$ cat config.mk
export PLATFORM = sky130hd
export DESIGN_NAME = tukey_windowed_sine_generator_core_flat
export DESIGN_NICKNAME = d
export VERILOG_FILES = /design/src/rtl/core/twsg_pkg.sv /design/src/rtl/core/twsg_req_if.sv /design/src/rtl/core/twsg_rsp_if.sv /design/src/rtl/core/tukey_windowed_sine_generator_core.sv /design/src/rtl/core/twsg_mul.sv /design/src/rtl/core/twsg_engine.sv /design/src/flat_wrapper.sv
export SDC_FILE = /design/constraint.sdc
export NUM_CORES = 2
export LEC_CHECK = 0
export BUFFER_PORTS_ARGS = -buffer_cell sky130_fd_sc_hd__clkbuf_2
export CELL_PAD_IN_SITES_DETAIL_PLACEMENT = 0
export CELL_PAD_IN_SITES_GLOBAL_PLACEMENT = 1
export CORE_MARGIN = 8
export CORE_UTILIZATION = 40
export CTS_CLUSTER_DIAMETER = 120
export DETAILED_ROUTE_END_ITERATION = 8
export HOLD_SLACK_MARGIN = 0.06
export PLACE_DENSITY_LB_ADDON = 0.1
export SYNTH_ARGS = -nofsm -noshare
export SYNTH_HDL_FRONTEND = slang
export SYNTH_SLANG_ARGS = --single-unit
$ cat constraint.sdc
create_clock -name clock -period 13.3 [get_ports clock]
set_input_delay 1.33 -clock clock [delete_from_list [all_inputs] [get_ports clock]]
set_output_delay 1.33 -clock clock [all_outputs]
set_load 0.02 [all_outputs]
$ cat src/rtl/core/twsg_pkg.sv
package twsg_pkg;

   localparam int MUL_W     = 32;
   localparam int PROD_W    = 2 * MUL_W;
   localparam int FX_BITS   = 30;
   localparam int CNT_W     = 17;
   localparam int LEN_W     = 16;
   localparam int IDX_W     = 16;
   localparam int CSR_IDX_W = 3;

   typedef enum logic [CSR_IDX_W-1:0] {
      CSR_AMPLITUDE,
      CSR_SAMPLE_COUNT,
      CSR_TAPER_LENGTH,
      CSR_SINE_STEP,
      CSR_TAPER_STEP
   } twsg_csr_type;

   typedef enum logic [1:0] {
      WIN_FLAT,
      WIN_RISE,
      WIN_FALL
   } twsg_win_type;

   typedef enum logic [1:0] {
      T_IDLE,
      T_BUSY,
      T_HOLD
   } twsg_top_state_type;

   typedef enum logic [3:0] {
      E_IDLE,
      E_LOAD,
      E_SQ,
      E_SQ_USE,
      E_HORN,
      E_HORN_USE,
      E_FIN,
      E_FIN_USE,
      E_OFFS,
      E_PHI,
      E_AMP1,
      E_AMP1_USE,
      E_AMP2,
      E_AMP2_USE
   } twsg_eng_state_type;

   typedef struct packed {
      logic         go;
      twsg_win_type win;
   } twsg_ctl_type;

   typedef struct packed {
      logic done;
   } twsg_sts_type;

   // Odd polynomial coefficients of the quarter-wave sine, Q2.30, in Horner order.
   function automatic logic [MUL_W-1:0] twsg_coef(input logic [2:0] k);
      logic [MUL_W-1:0] c;
      case (k)
         3'd0:    c = 32'd3864;
         3'd1:    c = 32'd172272;
         3'd2:    c = 32'd5026995;
         3'd3:    c = 32'd85569306;
         3'd4:    c = 32'd693598668;
         3'd5:    c = 32'd1686629713;
         default: c = '0;
      endcase
      return c;
   endfunction

endpackage

$ cat src/rtl/core/twsg_req_if.sv
interface twsg_req_if;
   logic valid;
   logic ready;
   logic start_req;

   modport source (output valid, output start_req, input ready);
   modport sink (input valid, input start_req, output ready);
endinterface

$ cat src/rtl/core/twsg_rsp_if.sv
interface twsg_rsp_if #(
   parameter int VALUE_BITS = 24
);
   import twsg_pkg::*;

   logic                         valid;
   logic                         ready;
   logic signed [VALUE_BITS-1:0] sample;
   logic [VALUE_BITS-2:0]        envelope;
   logic [IDX_W-1:0]             sample_index;
   logic                         last;

   modport source (output valid, output sample, output envelope, output sample_index,
                   output last, input ready);
   modport sink (input valid, input sample, input envelope, input sample_index,
                 input last, output ready);
endinterface

$ cat src/rtl/core/tukey_windowed_sine_generator_core.sv
// An accepted tick in a run gives one result beat; the rising taper takes longer than
// a flat window and the falling taper longer still. All products share one 32x32
// multiplier; the falling taper adds a 17-step shift-add. A new tick is taken no
// sooner than the cycle after each result is loaded, so none is taken while a sample is
// in work or held for a stalled output. Ticks outside a run are taken but give no beat.
// Reset is synchronous: it ends any run, loads register defaults and empties the output.
module tukey_windowed_sine_generator_core #(
   parameter int MAX_SAMPLES = 65536,
   parameter int PHASE_BITS  = 32,
   parameter int VALUE_BITS  = 24,
   localparam int CSR_W0 = (PHASE_BITS > VALUE_BITS) ? PHASE_BITS : VALUE_BITS,
   localparam int CSR_W  = (CSR_W0 > twsg_pkg::CNT_W) ? CSR_W0 : twsg_pkg::CNT_W
) (
   input  logic                           clock,
   input  logic                           reset,
   twsg_req_if.sink                       req_chan,
   twsg_rsp_if.source                     rsp_chan,
   input  logic                           csr_wr_en,
   input  logic [twsg_pkg::CSR_IDX_W-1:0] csr_index,
   input  logic [CSR_W-1:0]               csr_wdata
);
   import twsg_pkg::*;

   localparam int F = VALUE_BITS - 2;
   localparam logic [24:0] MAX_S = 25'(MAX_SAMPLES);
   localparam logic [VALUE_BITS-2:0] ONE = {1'b1, {F{1'b0}}};

   logic signed [VALUE_BITS-1:0] amplitude_ff;
   logic [CNT_W-1:0]             sample_count_ff;
   logic [LEN_W-1:0]             taper_length_ff;
   logic [PHASE_BITS-1:0]        sine_step_ff;
   logic [PHASE_BITS-1:0]        taper_step_ff;

   twsg_top_state_type state_ff, state_in;

   logic                  running_ff, running_in;
   logic [CNT_W-1:0]      pos_ff, pos_in;
   logic [PHASE_BITS-1:0] sph_ff, sph_in;
   logic [PHASE_BITS-1:0] tph_ff, tph_in;

   logic [PHASE_BITS-1:0] job_sph_ff;
   logic [PHASE_BITS-1:0] job_tph_ff;
   logic [IDX_W-1:0]      job_idx_ff;
   logic                  job_last_ff;
   twsg_win_type          job_win_ff;

   logic                         rsp_valid_ff, rsp_valid_in;
   logic signed [VALUE_BITS-1:0] rsp_sample_ff;
   logic [VALUE_BITS-2:0]        rsp_env_ff;
   logic [IDX_W-1:0]             rsp_idx_ff;
   logic                         rsp_last_ff;

   logic                  accept;
   logic                  eff_run;
   logic [CNT_W-1:0]      eff_pos;
   logic [PHASE_BITS-1:0] eff_sph;
   logic [PHASE_BITS-1:0] eff_tph;
   logic [CNT_W-1:0]      nc_pre;
   logic [CNT_W-1:0]      n_count;
   logic [CNT_W-1:0]      count_m1;
   logic                  is_last;
   twsg_win_type          win;
   logic                  rsp_load;

   twsg_ctl_type          ctl;
   twsg_sts_type          sts;
   logic signed [VALUE_BITS-1:0] eng_sample;
   logic [VALUE_BITS-2:0]        eng_env;

   always_ff @(posedge clock) begin
      if (reset) begin
         amplitude_ff    <= '0;
         sample_count_ff <= CNT_W'(2);
         taper_length_ff <= '0;
         sine_step_ff    <= '0;
         taper_step_ff   <= '0;
      end else if (csr_wr_en) begin
         case (csr_index)
            CSR_AMPLITUDE:    amplitude_ff    <= csr_wdata[VALUE_BITS-1:0];
            CSR_SAMPLE_COUNT: sample_count_ff <= csr_wdata[CNT_W-1:0];
            CSR_TAPER_LENGTH: taper_length_ff <= csr_wdata[LEN_W-1:0];
            CSR_SINE_STEP:    sine_step_ff    <= csr_wdata[PHASE_BITS-1:0];
            CSR_TAPER_STEP:   taper_step_ff   <= csr_wdata[PHASE_BITS-1:0];
            default: begin
            end
         endcase
      end
   end

   assign nc_pre   = (sample_count_ff == '0) ? CNT_W'(1) : sample_count_ff;
   assign n_count  = ({8'b0, nc_pre} > MAX_S) ? MAX_S[CNT_W-1:0] : nc_pre;
   assign count_m1 = n_count - 1'b1;

   assign accept  = req_chan.valid && req_chan.ready;
   assign eff_run = req_chan.start_req || running_ff;
   assign eff_pos = req_chan.start_req ? '0 : pos_ff;
   assign eff_sph = req_chan.start_req ? '0 : sph_ff;
   assign eff_tph = req_chan.start_req ? '0 : tph_ff;
   assign is_last = eff_pos >= count_m1;

   // The rising taper wins where the two tapers overlap.
   always_comb begin
      if (eff_pos < CNT_W'(taper_length_ff)) begin
         win = WIN_RISE;
      end else if (({1'b0, eff_pos} + (CNT_W+1)'(taper_length_ff)) >= {1'b0, n_count}) begin
         win = WIN_FALL;
      end else begin
         win = WIN_FLAT;
      end
   end

   always_ff @(posedge clock) begin
      if (reset) begin
         state_ff     <= T_IDLE;
         running_ff   <= 1'b0;
         pos_ff       <= '0;
         sph_ff       <= '0;
         tph_ff       <= '0;
         rsp_valid_ff <= 1'b0;
      end else begin
         state_ff     <= state_in;
         running_ff   <= running_in;
         pos_ff       <= pos_in;
         sph_ff       <= sph_in;
         tph_ff       <= tph_in;
         rsp_valid_ff <= rsp_valid_in;
      end
   end

   always_ff @(posedge clock) begin
      if (accept && eff_run) begin
         job_sph_ff  <= eff_sph;
         job_tph_ff  <= eff_tph;
         job_idx_ff  <= eff_pos[IDX_W-1:0];
         job_last_ff <= is_last;
         job_win_ff  <= win;
      end
      if (rsp_load) begin
         rsp_sample_ff <= eng_sample;
         rsp_env_ff    <= eng_env;
         rsp_idx_ff    <= job_idx_ff;
         rsp_last_ff   <= job_last_ff;
      end
   end

   always_comb begin
      state_in       = state_ff;
      running_in     = running_ff;
      pos_in         = pos_ff;
      sph_in         = sph_ff;
      tph_in         = tph_ff;
      rsp_load       = 1'b0;
      req_chan.ready = 1'b0;
      ctl.go         = 1'b0;
      ctl.win        = job_win_ff;
      case (state_ff)
         T_IDLE: begin
            req_chan.ready = 1'b1;
            if (req_chan.valid && eff_run) begin
               ctl.go   = 1'b1;
               state_in = T_BUSY;
               if (is_last) begin
                  running_in = 1'b0;
                  pos_in     = '0;
                  sph_in     = '0;
                  tph_in     = '0;
               end else begin
                  running_in = 1'b1;
                  pos_in     = eff_pos + 1'b1;
                  sph_in     = eff_sph + sine_step_ff;
                  tph_in     = eff_tph + taper_step_ff;
               end
            end
         end
         T_BUSY: begin
            if (sts.done) begin
               state_in = T_HOLD;
            end
         end
         T_HOLD: begin
            if (!rsp_valid_ff || rsp_chan.ready) begin
               rsp_load = 1'b1;
               state_in = T_IDLE;
            end
         end
         default: begin
            state_in = T_IDLE;
         end
      endcase
   end

   assign rsp_valid_in = rsp_load || (rsp_valid_ff && !rsp_chan.ready);

   twsg_engine #(
      .PHASE_BITS (PHASE_BITS),
      .VALUE_BITS (VALUE_BITS)
   ) u_engine (
      .clock       (clock),
      .reset       (reset),
      .ctl         (ctl),
      .sts         (sts),
      .sine_phase  (job_sph_ff),
      .taper_phase (job_tph_ff),
      .taper_step  (taper_step_ff),
      .count_m1    (count_m1),
      .amplitude   (amplitude_ff),
      .sample      (eng_sample),
      .envelope    (eng_env)
   );

   assign rsp_chan.valid        = rsp_valid_ff;
   assign rsp_chan.sample       = rsp_sample_ff;
   assign rsp_chan.envelope     = rsp_env_ff;
   assign rsp_chan.sample_index = rsp_idx_ff;
   assign rsp_chan.last         = rsp_last_ff;

   a_env_bound: assert property (@(posedge clock) disable iff (reset)
      rsp_valid_ff |-> rsp_env_ff <= ONE)
      else $error("window value above unity");

   a_sample_sat: assert property (@(posedge clock) disable iff (reset)
      rsp_valid_ff |-> rsp_sample_ff != {1'b1, {(VALUE_BITS-1){1'b0}}})
      else $error("sample not saturated to the symmetric range");

   a_last_ends_run: assert property (@(posedge clock) disable iff (reset)
      sts.done && job_last_ff |-> !running_ff)
      else $error("run still marked active after its last sample");

   a_done_in_busy: assert property (@(posedge clock) disable iff (reset)
      sts.done |-> state_ff == T_BUSY)
      else $error("engine finished outside a busy period");

endmodule

$ cat src/rtl/core/twsg_mul.sv
module twsg_mul (
   input  logic                        clock,
   input  logic [twsg_pkg::MUL_W-1:0]  mul_a,
   input  logic [twsg_pkg::MUL_W-1:0]  mul_b,
   output logic [twsg_pkg::PROD_W-1:0] prod
);
   import twsg_pkg::*;

   logic [PROD_W-1:0] prod_ff;

   always_ff @(posedge clock) begin
      prod_ff <= PROD_W'(mul_a) * PROD_W'(mul_b);
   end

   assign prod = prod_ff;

endmodule

$ cat src/rtl/core/twsg_engine.sv
module twsg_engine #(
   parameter int PHASE_BITS = 32,
   parameter int VALUE_BITS = 24
) (
   input  logic                           clock,
   input  logic                           reset,
   input  twsg_pkg::twsg_ctl_type         ctl,
   output twsg_pkg::twsg_sts_type         sts,
   input  logic [PHASE_BITS-1:0]          sine_phase,
   input  logic [PHASE_BITS-1:0]          taper_phase,
   input  logic [PHASE_BITS-1:0]          taper_step,
   input  logic [twsg_pkg::CNT_W-1:0]     count_m1,
   input  logic signed [VALUE_BITS-1:0]   amplitude,
   output logic signed [VALUE_BITS-1:0]   sample,
   output logic [VALUE_BITS-2:0]          envelope
);
   import twsg_pkg::*;

   localparam int F     = VALUE_BITS - 2;
   localparam int QBITS = PHASE_BITS - 2;
   localparam int SH    = FX_BITS - F;
   localparam int BIT_W = $clog2(CNT_W);
   localparam logic [PROD_W-1:0] S_HALF = (64'd1 << SH) >> 1;
   localparam logic [PROD_W-1:0] R_HALF = (64'd1 << F) >> 1;
   localparam logic [F:0] ONE = {1'b1, {F{1'b0}}};
   localparam logic [VALUE_BITS-1:0] VMAX = {1'b0, {(VALUE_BITS-1){1'b1}}};
   localparam logic [PHASE_BITS-1:0] QUARTER = {2'b01, {QBITS{1'b0}}};
   localparam logic [FX_BITS:0] FULL_Q = {1'b1, {FX_BITS{1'b0}}};

   twsg_eng_state_type state_ff, state_in;

   logic                  pass_ff, pass_in;
   logic [FX_BITS:0]      x_ff, x_in;
   logic [1:0]            q_ff, q_in;
   logic [FX_BITS:0]      x2_ff, x2_in;
   logic [MUL_W-1:0]      p_ff, p_in;
   logic [2:0]            k_ff, k_in;
   logic [F:0]            smag_ff, smag_in;
   logic                  sneg_ff, sneg_in;
   logic [F:0]            w_ff, w_in;
   logic [VALUE_BITS-1:0] m_ff, m_in;
   logic [PHASE_BITS-1:0] acc_ff, acc_in;
   logic [BIT_W-1:0]      bit_ff, bit_in;
   logic [PHASE_BITS-1:0] cph_ff, cph_in;
   logic [VALUE_BITS-1:0] sample_ff, sample_in;

   logic [MUL_W-1:0]        mul_a, mul_b;
   logic [PROD_W-1:0]       prod;
   logic [PHASE_BITS-1:0]   ph_sel;
   logic [QBITS+FX_BITS-1:0] f_wide;
   logic [FX_BITS-1:0]      f30;
   logic [FX_BITS:0]        x_new;
   logic [MUL_W-1:0]        s_full;
   logic [PROD_W-1:0]       s_rnd;
   logic [F:0]              s_mag;
   logic                    fin_neg;
   logic [F+1:0]            w_sum;
   logic [F:0]              w_diff;
   logic [F:0]              w_calc;
   logic [VALUE_BITS-1:0]   amag;
   logic [PROD_W-1:0]       rnd;
   logic [VALUE_BITS-1:0]   r_mag;
   logic                    neg_out;
   logic [PHASE_BITS-1:0]   acc_next;

   twsg_mul u_mul (
      .clock (clock),
      .mul_a (mul_a),
      .mul_b (mul_b),
      .prod  (prod)
   );

   // Phase to quarter-wave argument: keep the top 30 fraction bits of the quadrant, mirrored in odd quadrants.
   assign ph_sel = pass_ff ? cph_ff : sine_phase;
   assign f_wide = {ph_sel[QBITS-1:0], {FX_BITS{1'b0}}};
   assign f30    = f_wide[QBITS+FX_BITS-1:QBITS];
   assign x_new  = ph_sel[QBITS] ? (FULL_Q - {1'b0, f30}) : {1'b0, f30};

   assign s_full  = prod[FX_BITS+MUL_W-1:FX_BITS];
   assign s_rnd   = ({32'b0, s_full} + S_HALF) >> SH;
   assign s_mag   = (s_rnd > PROD_W'(ONE)) ? ONE : s_rnd[F:0];
   assign fin_neg = q_ff[1] && (s_mag != '0);

   assign w_sum  = {1'b0, ONE} + {1'b0, s_mag};
   assign w_diff = ONE - s_mag;
   assign w_calc = fin_neg ? w_sum[F+1:1] : {1'b0, w_diff[F:1]};

   assign amag    = amplitude[VALUE_BITS-1] ? (~amplitude + 1'b1) : amplitude;
   assign rnd     = (prod + R_HALF) >> F;
   assign r_mag   = (rnd > PROD_W'(VMAX)) ? VMAX : rnd[VALUE_BITS-1:0];
   assign neg_out = amplitude[VALUE_BITS-1] ^ sneg_ff;

   // MSB-first shift-add of (N-1) times the taper step, modulo one turn.
   assign acc_next = {acc_ff[PHASE_BITS-2:0], 1'b0} + (count_m1[bit_ff] ? taper_step : '0);

   always_comb begin
      case (state_ff)
         E_SQ: begin
            mul_a = MUL_W'(x_ff);
            mul_b = MUL_W'(x_ff);
         end
         E_HORN: begin
            mul_a = MUL_W'(x2_ff);
            mul_b = p_ff;
         end
         E_FIN: begin
            mul_a = MUL_W'(x_ff);
            mul_b = p_ff;
         end
         E_AMP1: begin
            mul_a = MUL_W'(amag);
            mul_b = MUL_W'(smag_ff);
         end
         E_AMP2: begin
            mul_a = MUL_W'(m_ff);
            mul_b = MUL_W'(w_ff);
         end
         default: begin
            mul_a = '0;
            mul_b = '0;
         end
      endcase
   end

   always_ff @(posedge clock) begin
      if (reset) begin
         state_ff <= E_IDLE;
      end else begin
         state_ff <= state_in;
      end
   end

   always_ff @(posedge clock) begin
      pass_ff   <= pass_in;
      x_ff      <= x_in;
      q_ff      <= q_in;
      x2_ff     <= x2_in;
      p_ff      <= p_in;
      k_ff      <= k_in;
      smag_ff   <= smag_in;
      sneg_ff   <= sneg_in;
      w_ff      <= w_in;
      m_ff      <= m_in;
      acc_ff    <= acc_in;
      bit_ff    <= bit_in;
      cph_ff    <= cph_in;
      sample_ff <= sample_in;
   end

   always_comb begin
      state_in  = state_ff;
      pass_in   = pass_ff;
      x_in      = x_ff;
      q_in      = q_ff;
      x2_in     = x2_ff;
      p_in      = p_ff;
      k_in      = k_ff;
      smag_in   = smag_ff;
      sneg_in   = sneg_ff;
      w_in      = w_ff;
      m_in      = m_ff;
      acc_in    = acc_ff;
      bit_in    = bit_ff;
      cph_in    = cph_ff;
      sample_in = sample_ff;
      sts.done  = 1'b0;
      case (state_ff)
         E_IDLE: begin
            if (ctl.go) begin
               pass_in  = 1'b0;
               state_in = E_LOAD;
            end
         end
         E_LOAD: begin
            x_in     = x_new;
            q_in     = ph_sel[PHASE_BITS-1:QBITS];
            state_in = E_SQ;
         end
         E_SQ: begin
            state_in = E_SQ_USE;
         end
         E_SQ_USE: begin
            x2_in    = prod[2*FX_BITS:FX_BITS];
            p_in     = twsg_coef(3'd0);
            k_in     = 3'd0;
            state_in = E_HORN;
         end
         E_HORN: begin
            state_in = E_HORN_USE;
         end
         E_HORN_USE: begin
            p_in = twsg_coef(k_ff + 3'd1) - prod[FX_BITS+MUL_W-1:FX_BITS];
            k_in = k_ff + 3'd1;
            if (k_ff == 3'd4) begin
               state_in = E_FIN;
            end else begin
               state_in = E_HORN;
            end
         end
         E_FIN: begin
            state_in = E_FIN_USE;
         end
         E_FIN_USE: begin
            if (!pass_ff) begin
               smag_in = s_mag;
               sneg_in = fin_neg;
               case (ctl.win)
                  WIN_RISE: begin
                     cph_in   = taper_phase + QUARTER;
                     pass_in  = 1'b1;
                     state_in = E_LOAD;
                  end
                  WIN_FALL: begin
                     acc_in   = '0;
                     bit_in   = BIT_W'(CNT_W - 1);
                     state_in = E_OFFS;
                  end
                  default: begin
                     w_in     = ONE;
                     state_in = E_AMP1;
                  end
               endcase
            end else begin
               w_in     = w_calc;
               pass_in  = 1'b0;
               state_in = E_AMP1;
            end
         end
         E_OFFS: begin
            acc_in = acc_next;
            if (bit_ff == '0) begin
               state_in = E_PHI;
            end else begin
               bit_in = bit_ff - 1'b1;
            end
         end
         E_PHI: begin
            // Falling taper runs the cosine at (n - (N-1)) taper steps.
            cph_in   = taper_phase - acc_ff + QUARTER;
            pass_in  = 1'b1;
            state_in = E_LOAD;
         end
         E_AMP1: begin
            state_in = E_AMP1_USE;
         end
         E_AMP1_USE: begin
            m_in     = rnd[VALUE_BITS-1:0];
            state_in = E_AMP2;
         end
         E_AMP2: begin
            state_in = E_AMP2_USE;
         end
         E_AMP2_USE: begin
            sample_in = neg_out ? (~r_mag + 1'b1) : r_mag;
            sts.done  = 1'b1;
            state_in  = E_IDLE;
         end
         default: begin
            state_in = E_IDLE;
         end
      endcase
   end

   assign sample   = sample_ff;
   assign envelope = w_ff;

   a_go_when_idle: assert property (@(posedge clock) disable iff (reset)
      ctl.go |-> state_ff == E_IDLE)
      else $error("engine started while busy");

   a_horner_bound: assert property (@(posedge clock) disable iff (reset)
      state_ff == E_HORN_USE |-> k_ff <= 3'd4)
      else $error("Horner step count overran");

   a_done_to_idle: assert property (@(posedge clock) disable iff (reset)
      sts.done |=> state_ff == E_IDLE)
      else $error("engine did not return to idle after done");

endmodule
$ cat src/flat_wrapper.sv
// flat-port wrapper written by rule: the top's interface ports become plain ports
module tukey_windowed_sine_generator_core_flat import twsg_pkg::*;
#(
   parameter int MAX_SAMPLES = 65536,
   parameter int PHASE_BITS  = 32,
   parameter int VALUE_BITS  = 24,
   localparam int CSR_W0 = (PHASE_BITS > VALUE_BITS) ? PHASE_BITS : VALUE_BITS,
   localparam int CSR_W  = (CSR_W0 > twsg_pkg::CNT_W) ? CSR_W0 : twsg_pkg::CNT_W
)
  (clock, reset, csr_wr_en, csr_index, csr_wdata, req_chan_valid, req_chan_start_req, req_chan_ready, rsp_chan_valid, rsp_chan_sample, rsp_chan_envelope, rsp_chan_sample_index, rsp_chan_last, rsp_chan_ready);
  twsg_req_if req_chan_i ();
  twsg_rsp_if #(.VALUE_BITS(VALUE_BITS)) rsp_chan_i ();
  input  logic clock;
  input  logic reset;
  input  logic csr_wr_en;
  input  logic [twsg_pkg::CSR_IDX_W-1:0] csr_index;
  input  logic [CSR_W-1:0] csr_wdata;
  input wire logic [$bits(req_chan_i.valid)-1:0] req_chan_valid;
  input wire logic [$bits(req_chan_i.start_req)-1:0] req_chan_start_req;
  output wire logic [$bits(req_chan_i.ready)-1:0] req_chan_ready;
  output wire logic [$bits(rsp_chan_i.valid)-1:0] rsp_chan_valid;
  output wire logic [$bits(rsp_chan_i.sample)-1:0] rsp_chan_sample;
  output wire logic [$bits(rsp_chan_i.envelope)-1:0] rsp_chan_envelope;
  output wire logic [$bits(rsp_chan_i.sample_index)-1:0] rsp_chan_sample_index;
  output wire logic [$bits(rsp_chan_i.last)-1:0] rsp_chan_last;
  input wire logic [$bits(rsp_chan_i.ready)-1:0] rsp_chan_ready;
  assign req_chan_i.valid = req_chan_valid;
  assign req_chan_i.start_req = req_chan_start_req;
  assign req_chan_ready = req_chan_i.ready;
  assign rsp_chan_valid = rsp_chan_i.valid;
  assign rsp_chan_sample = rsp_chan_i.sample;
  assign rsp_chan_envelope = rsp_chan_i.envelope;
  assign rsp_chan_sample_index = rsp_chan_i.sample_index;
  assign rsp_chan_last = rsp_chan_i.last;
  assign rsp_chan_i.ready = rsp_chan_ready;
  tukey_windowed_sine_generator_core #(.MAX_SAMPLES(MAX_SAMPLES), .PHASE_BITS(PHASE_BITS), .VALUE_BITS(VALUE_BITS)) u_core (.clock(clock), .reset(reset), .req_chan(req_chan_i), .rsp_chan(rsp_chan_i), .csr_wr_en(csr_wr_en), .csr_index(csr_index), .csr_wdata(csr_wdata));
endmodule
# Yosys cells after proc, flatten, opt, wreduce, memory -nomap -nowiden
# Cells that the tools add are included.
totals:
  wordCells: 201
  in_bits: 41
  rom_bits: 0
  ff_bits: 685
  out_inout_bits: 66
  mem_count: 0
  latchBits: 0
  ram_bits: 0
classes:
  div: 0
  n_lt_le_gt_ge: 7
  n_eq_ne: 37
  mul: 1
  muxes: 58
  addsub: 19
  n_reduce_logical: 38
  n_bitwise: 4
  n_shift: 0
ops:
  columns: ["operator", "count"]
  rows:
  - ["$mux 32", 11]
  - ["$pmux 32 s2", 3]
  - ["$pmux 31 s6", 1]
  - ["$pmux 32 s4", 1]
  - ["$pmux 31 s4", 1]
  - ["$add 32x32->32", 3]
  - ["$mux 23", 4]
  - ["$mux 24", 3]
  - ["$mux 17", 4]
  - ["$add 32x31->32 const B", 2]
  - ["$add 64x22->64 const B", 1]
  - ["$sub 32x32->32", 2]
  - ["$mul 31x32->63", 1]
  - ["$pmux 4 s13", 1]
  - ["$add 24x1->24 const B", 2]
  - ["$not 24->24", 2]
  - ["$gt 42x23->1 const B", 1]
  - ["$add 32x8->33 const B", 1]
  - ["$sub 31x30->31 const A", 1]
  - ["$mux 30", 1]
  - ["$gt 25x23->1 const B", 1]
  - ["$add 23x23->24 const A", 1]
  - ["$eq 4x4->1 const B", 6]
  - ["$reduce_bool 23->1", 1]
  - ["other kinds (47)", 109]

# Depth between registers and ports, before layout
logic_depth:
  word_depth: 10
  ltp_mapped: 37
  depth_no_buf: 36

# Cells and area by module
# Synthesis repeated with hierarchy kept, for this count alone.
hier_totals:
  hier_cells: 7951
  area_unflattened_um2: 73234.0
modules_own_cells:
  columns: ["module", "cells_per_inst", "area_per_inst_um2", "n_inst", "seq_area_each_um2"]
  rows:
  - ["twsg_mul", 3847, 35148.7, 1, 1281.2]
  - ["twsg_engine", 2248, 20663.6, 1, 7977.7]
  - ["tukey_windowed_sine_generator_core", 1856, 17421.7, 1, 8538.2]

# Least setup slack after synthesis
# OpenSTA, ideal clock, no wires.
synth_timing:
  kind: "register to register"
  start: "register u_core.amplitude_ff[0]"
  end: "register u_core.u_engine.u_mul.prod_ff[60] (netlist: u_core.u_engine.u_mul.prod[60])"
  required_time_ns: 13.228
  arrival_time_ns: 9.764
  setup_time_ns: 0.072
  path_buffers: 1
  path_stages_with_launch: 33
  period_less_slack_ns: 9.836
  slack_ns: 3.464
  path_cell_list: "dfxtp_1 -> or4_1 -> or4_4 -> or4_4 -> or4_4 -> o31ai_1 -> xor2_1 -> nor2_1 -> a221oi_2 -> buf_2 -> nor2_1 -> fa_1 -> fa_1 -> inv_1 -> fa_1 -> fa_1 -> inv_1 -> ha_1 -> fa_1 -> fa_1 -> inv_1 -> fa_1 -> inv_1 -> ha_1 -> a21o_1 -> a2111oi_0 -> nand4b_1 -> o31ai_1 -> o31ai_1 -> a21oi_1 -> o21ai_1 -> a211oi_1 -> xnor2_1"
synth_via:
  elab_chain_len: 5
synth_rtl:
  columns: ["element", "line", "source"]
  rows:
  - ["start, declared", "tukey_windowed_sine_generator_core.sv:28", "logic signed [VALUE_BITS-1:0] amplitude_ff;"]
  - ["start signal, assigned", "tukey_windowed_sine_generator_core.sv:79", "CSR_AMPLITUDE: amplitude_ff <= csr_wdata[VALUE_BITS-1:0];"]
  - ["$not 24->24", "twsg_engine.sv:88", "assign amag = amplitude[VALUE_BITS-1] ? (~amplitude + 1'b1) : amplitude;"]
  - ["$add 24x1->24", "twsg_engine.sv:88", null]
  - ["$mux 24 (*)", "twsg_engine.sv:88", null]
  - ["$pmux 31 s4 (*)", "twsg_engine.sv:97", "case (state_ff)"]
  - ["$mul 31x32->63 (*)", "twsg_mul.sv:12", "prod_ff <= PROD_W'(mul_a) * PROD_W'(mul_b);"]
  - ["end signal, assigned", "twsg_mul.sv:12", null]
  - ["end, declared", "twsg_mul.sv:9", "logic [PROD_W-1:0] prod_ff;"]
# Every way passes the cells marked *; elsewhere a longest branch is shown, timed or not.
# A chain may end at the register's enable or synchronous reset.

# Worst setup path in the final report
layout_timing:
  start: "register u_core.amplitude_ff[0]"
  end: "register u_core.u_engine.u_mul.prod_ff[45] (netlist: u_core.u_engine.u_mul.prod[45])"
# Same word-level chain as after synthesis.

==> key figures <==
Run status
  – Status: finished, final reports clean

Route
  – DRC errors left: 0
  – Number of vias per cell: 5.45
  – Via count: 55,200
  – Final wirelength: 254 mm
  – Routed WL per cell: 25.0 um
  – Iter 0 DRT Violations: 4,251
  – Post-route ant nets: 0
  – 1st-pass router iterations: 6

Logic synthesis
  – Syn avg cell area: 9.00 um^2
  – Most area-consuming cells after synthesis: fa_1, edfxtp_1, ha_1
  – Synthesized instance count: 7,743
  – Synth top area share: 25.1%
  – Distinct cell type count after synthesis: just over 90
  – Synth Flop Type: edfxtp_1
  – Seq cells post-synth: 662
  – Mapped Area: 69,700 um^2
  – Synth top cells by count: inv_1, nand2_1, fa_1
  – Async set-reset flop share out of synthesis: 0%
  – Sequential area share after synthesis: 24.9%
  – Total of warnings raised by yosys: 0
  – Number of synthesized flops with an enable pin: slightly above 400
  – Most numerous cell in the Yosys netlist: inv_1
  – Syn nets: 9,173
  – Largest area contributor in the netlist: fa_1

Timing
  – Max_slew headroom: between 10% and 20%
  – RSZ-0062 raised after global routing: false
  – Post-route minimum period: 11.19 ns
  – Max frequency: ~89 MHz
  – Post-route setup TNS: 0 ns
  – Worst slew pin tran: about 1.3 ns
  – # setup viols final: 0
  – Final hold violations: 0
  – Final Max Slew Viols: 0
  – Period utilization: 84.2%
  – Hold Slack: 0.397 ns
  – Final setup skew: 0.0656 ns

Final layout
  – Area of the multi-input gates: 46,800 um^2
  – Fillcell total: 17,300
  – Area growth, synth to finish: 9.31%
  – Fraction of layout instances using a drive strength above 1: 6.75%
  – Sequential Area: 17,400 um^2
  – Nets@finish: 9,159

Global routing
  – Largest net degree at the start of global routing: around 80
  – Vias in the first global route: 56,600
  – Initial antenna violation count: 8
  – First-pass GRT wire length: 374 mm
  – GRT Overall Usage: 26.7%
  – Global route overflow: 0

Clocking
  – Worst skew pair latency: 0.71 ns
  – Max H-tree Level: 3
  – CTS tree: yes
  – Postcts setup bufs: 0
  – CTS sink cnt: 662
  – Clk slew on worst S/H paths: ~0.06 ns
  – Hold buffers post-CTS: 0
  – Clock Tree Buf Depth: 3
  – Total CTS buffers: 85
  – Post_cts resized: 0
  – Root Buffer: clkbuf_16

Worst setup path
  – Endpoint class of the critical path: flip-flop
  – Critical path arrival: ~12 ns
  – Most used cell along the critical path: fa_1
  – Slowest cell on the critical path: a221oi_4
  – R2r setup slk: ~2.1 ns
  – Worst setup startpoint: u_core.amplitude_ff[0]$_SDFFE_PP0P_
  – CP peak stage delay: 0.62 ns
  – Crit Path Max Fanout: 15
  – Crit Reg-Reg Startpoint: u_core.amplitude_ff[0]$_SDFFE_PP0P_
  – CP required: around 14 ns
  – Crit Path Class: flip-flop to flip-flop
  – Startpoint Class: flip-flop

Hold path
  – HP Class: flip-flop to flip-flop
  – Hold Startpoint: u_core.u_engine.sample[16]$_DFFE_PP_

Floorplanning
  – Die Wd: 433 um
  – Boundary pin count: 107
  – Die area: 188,000 um^2
  – Die H: about 430 um
  – Row count: 153
  – Core ar.: 173,000 um^2
  – Initial Util: 40.2%

Placed design
  – Routability cong.: 0.951
  – Detailed placer's ending HPWL: 198 mm
  – Port Buf Inserts: 106

Power
  – VDD IR max: about 0.13 mV
  – Pwr dens: roughly 140 nW/um^2
  – LEAKAGE: 33.2 nW
  – Seq pwr share: 25.4%
  – Pint: 5.47 mW
  – Switching share of total power: 46.9%
  – Clock Power Share: approximately a quarter
  – Combinational share of power: 50.8%
  – Switching power: 4.82 mW

Run
  – Max cap viols: 0
## power by group through the flow
stage	Sequential [mW]	Clock (mW)	Combinational, mW
finish	2.61	2.46	5.22
global route	2.61	2.59	5.70
CTS	2.60	2.51	5.23
detailed placement	2.65	0	5.19
global placement	2.65	0	5.17
floorplan	2.48	0	3.27
## final cells by class
cell class              count  area share (%)
inverters                1169            5.77
clock inverters            40           0.564
repair buffers            266            2.29
well taps                2325            3.82
diodes                      2         0.00657
flip-flops and latches    662            22.8
clock buffers             120            3.33
multi-input cells        5545            61.4
## path summary, 6_finish.rpt
path,end,depth (start not counted)
worst min-delay path,u_core.rsp_chan.sample[16]$_DFFE_PP_,0
worst max-delay path,u_core.u_engine.u_mul.prod[45]$_DFF_P_,35
worst max register to register,u_core.u_engine.u_mul.prod[45]$_DFF_P_,35
worst min register to register,u_core.rsp_chan.sample[16]$_DFFE_PP_,0
## flip-flops by register name, summed over array words and instances (netlist names), 32 cells and up
register and flops:
u_core.sph_ff 32, u_core.job_tph_ff 32, u_core.u_engine.u_mul.prod 42, u_core.job_sph_ff 32, u_core.u_engine.acc_ff 32, u_core.tph_ff 32
u_core.u_engine.cph_ff 32, u_core.sine_step_ff 32, u_core.taper_step_ff 32, u_core.u_engine.p_ff 32
## per-stage QoR
step | cells | setup slack, ns | utilization, % | total power [mW] | instance area (um^2)
floorplan | 7743 | 3.46 | - | 5.75 | 69700
global placement | 9967 | 2.32 | 42.2 | 7.82 | 73200
detailed placement | 9967 | 2.28 | 42.2 | 7.84 | 73200
CTS | 10100 | 2.22 | 43.9 | 10.3 | 76100
global route | 10100 | 1.72 | 43.9 | 10.9 | 76100
finish | 10100 | 2.11 | 43.9 | 10.3 | 76200
## cell families (layout without fill, tap and decap cells)
group,count (synthesis),count (layout),synth area share (%)
simple gates,2652,2652,17.0
buf+inv,1536,1595,8.47
fa+ha+maj,1389,1389,34.4
compound gates,1144,1144,10.5
flops,662,662,24.9
xor+xnor,289,289,3.64
mux,71,71,1.07
other cells,0,2,0
## placed cells by master (no fill, tap or decap), types with 30 or more instances in the layout
cell type,instances
inv_1,1167
nand2_1,1142
fa_1,873
nor2_1,725
ha_1,516
a21oi_1,410
edfxtp_1,410
dfxtp_1,251
o21ai_0,206
xnor2_1,172
buf_4,161
nor2b_1,153
nor3_1,131
xor2_1,116
clkbuf_2,104
a21o_1,97
clkbuf_16,93
nand3_1,80
nand2b_1,72
nand4_1,55
mux2i_1,52
and2_1,47
or3_1,42
o21a_1,40
and3_1,38
a31oi_1,34
a211oi_1,32
nor4_1,30
o21bai_1,30
## layer usage
layer	routed length, um	vias to the layer above	track usage, %
met2	121000	1631	45.6
li1	-	25200	-
met1	107000	27900	34.5
met5	0	-	0
met3	13200	444	3.55
met4	12100	0	10.4
## worst max-delay path: cells and delay by family, from the launching register on
family	cells	cell delay, ns
XOR/XNOR	2	0.31
buffers and inverters	7	0.69
AND/OR/NAND/NOR	11	3.32
AO/OA/AOI/OAI	6	2.02
adder cells (fa/ha/maj)	9	4.40
flip-flops	1	0.35
(Power assumes the default switching activity.)
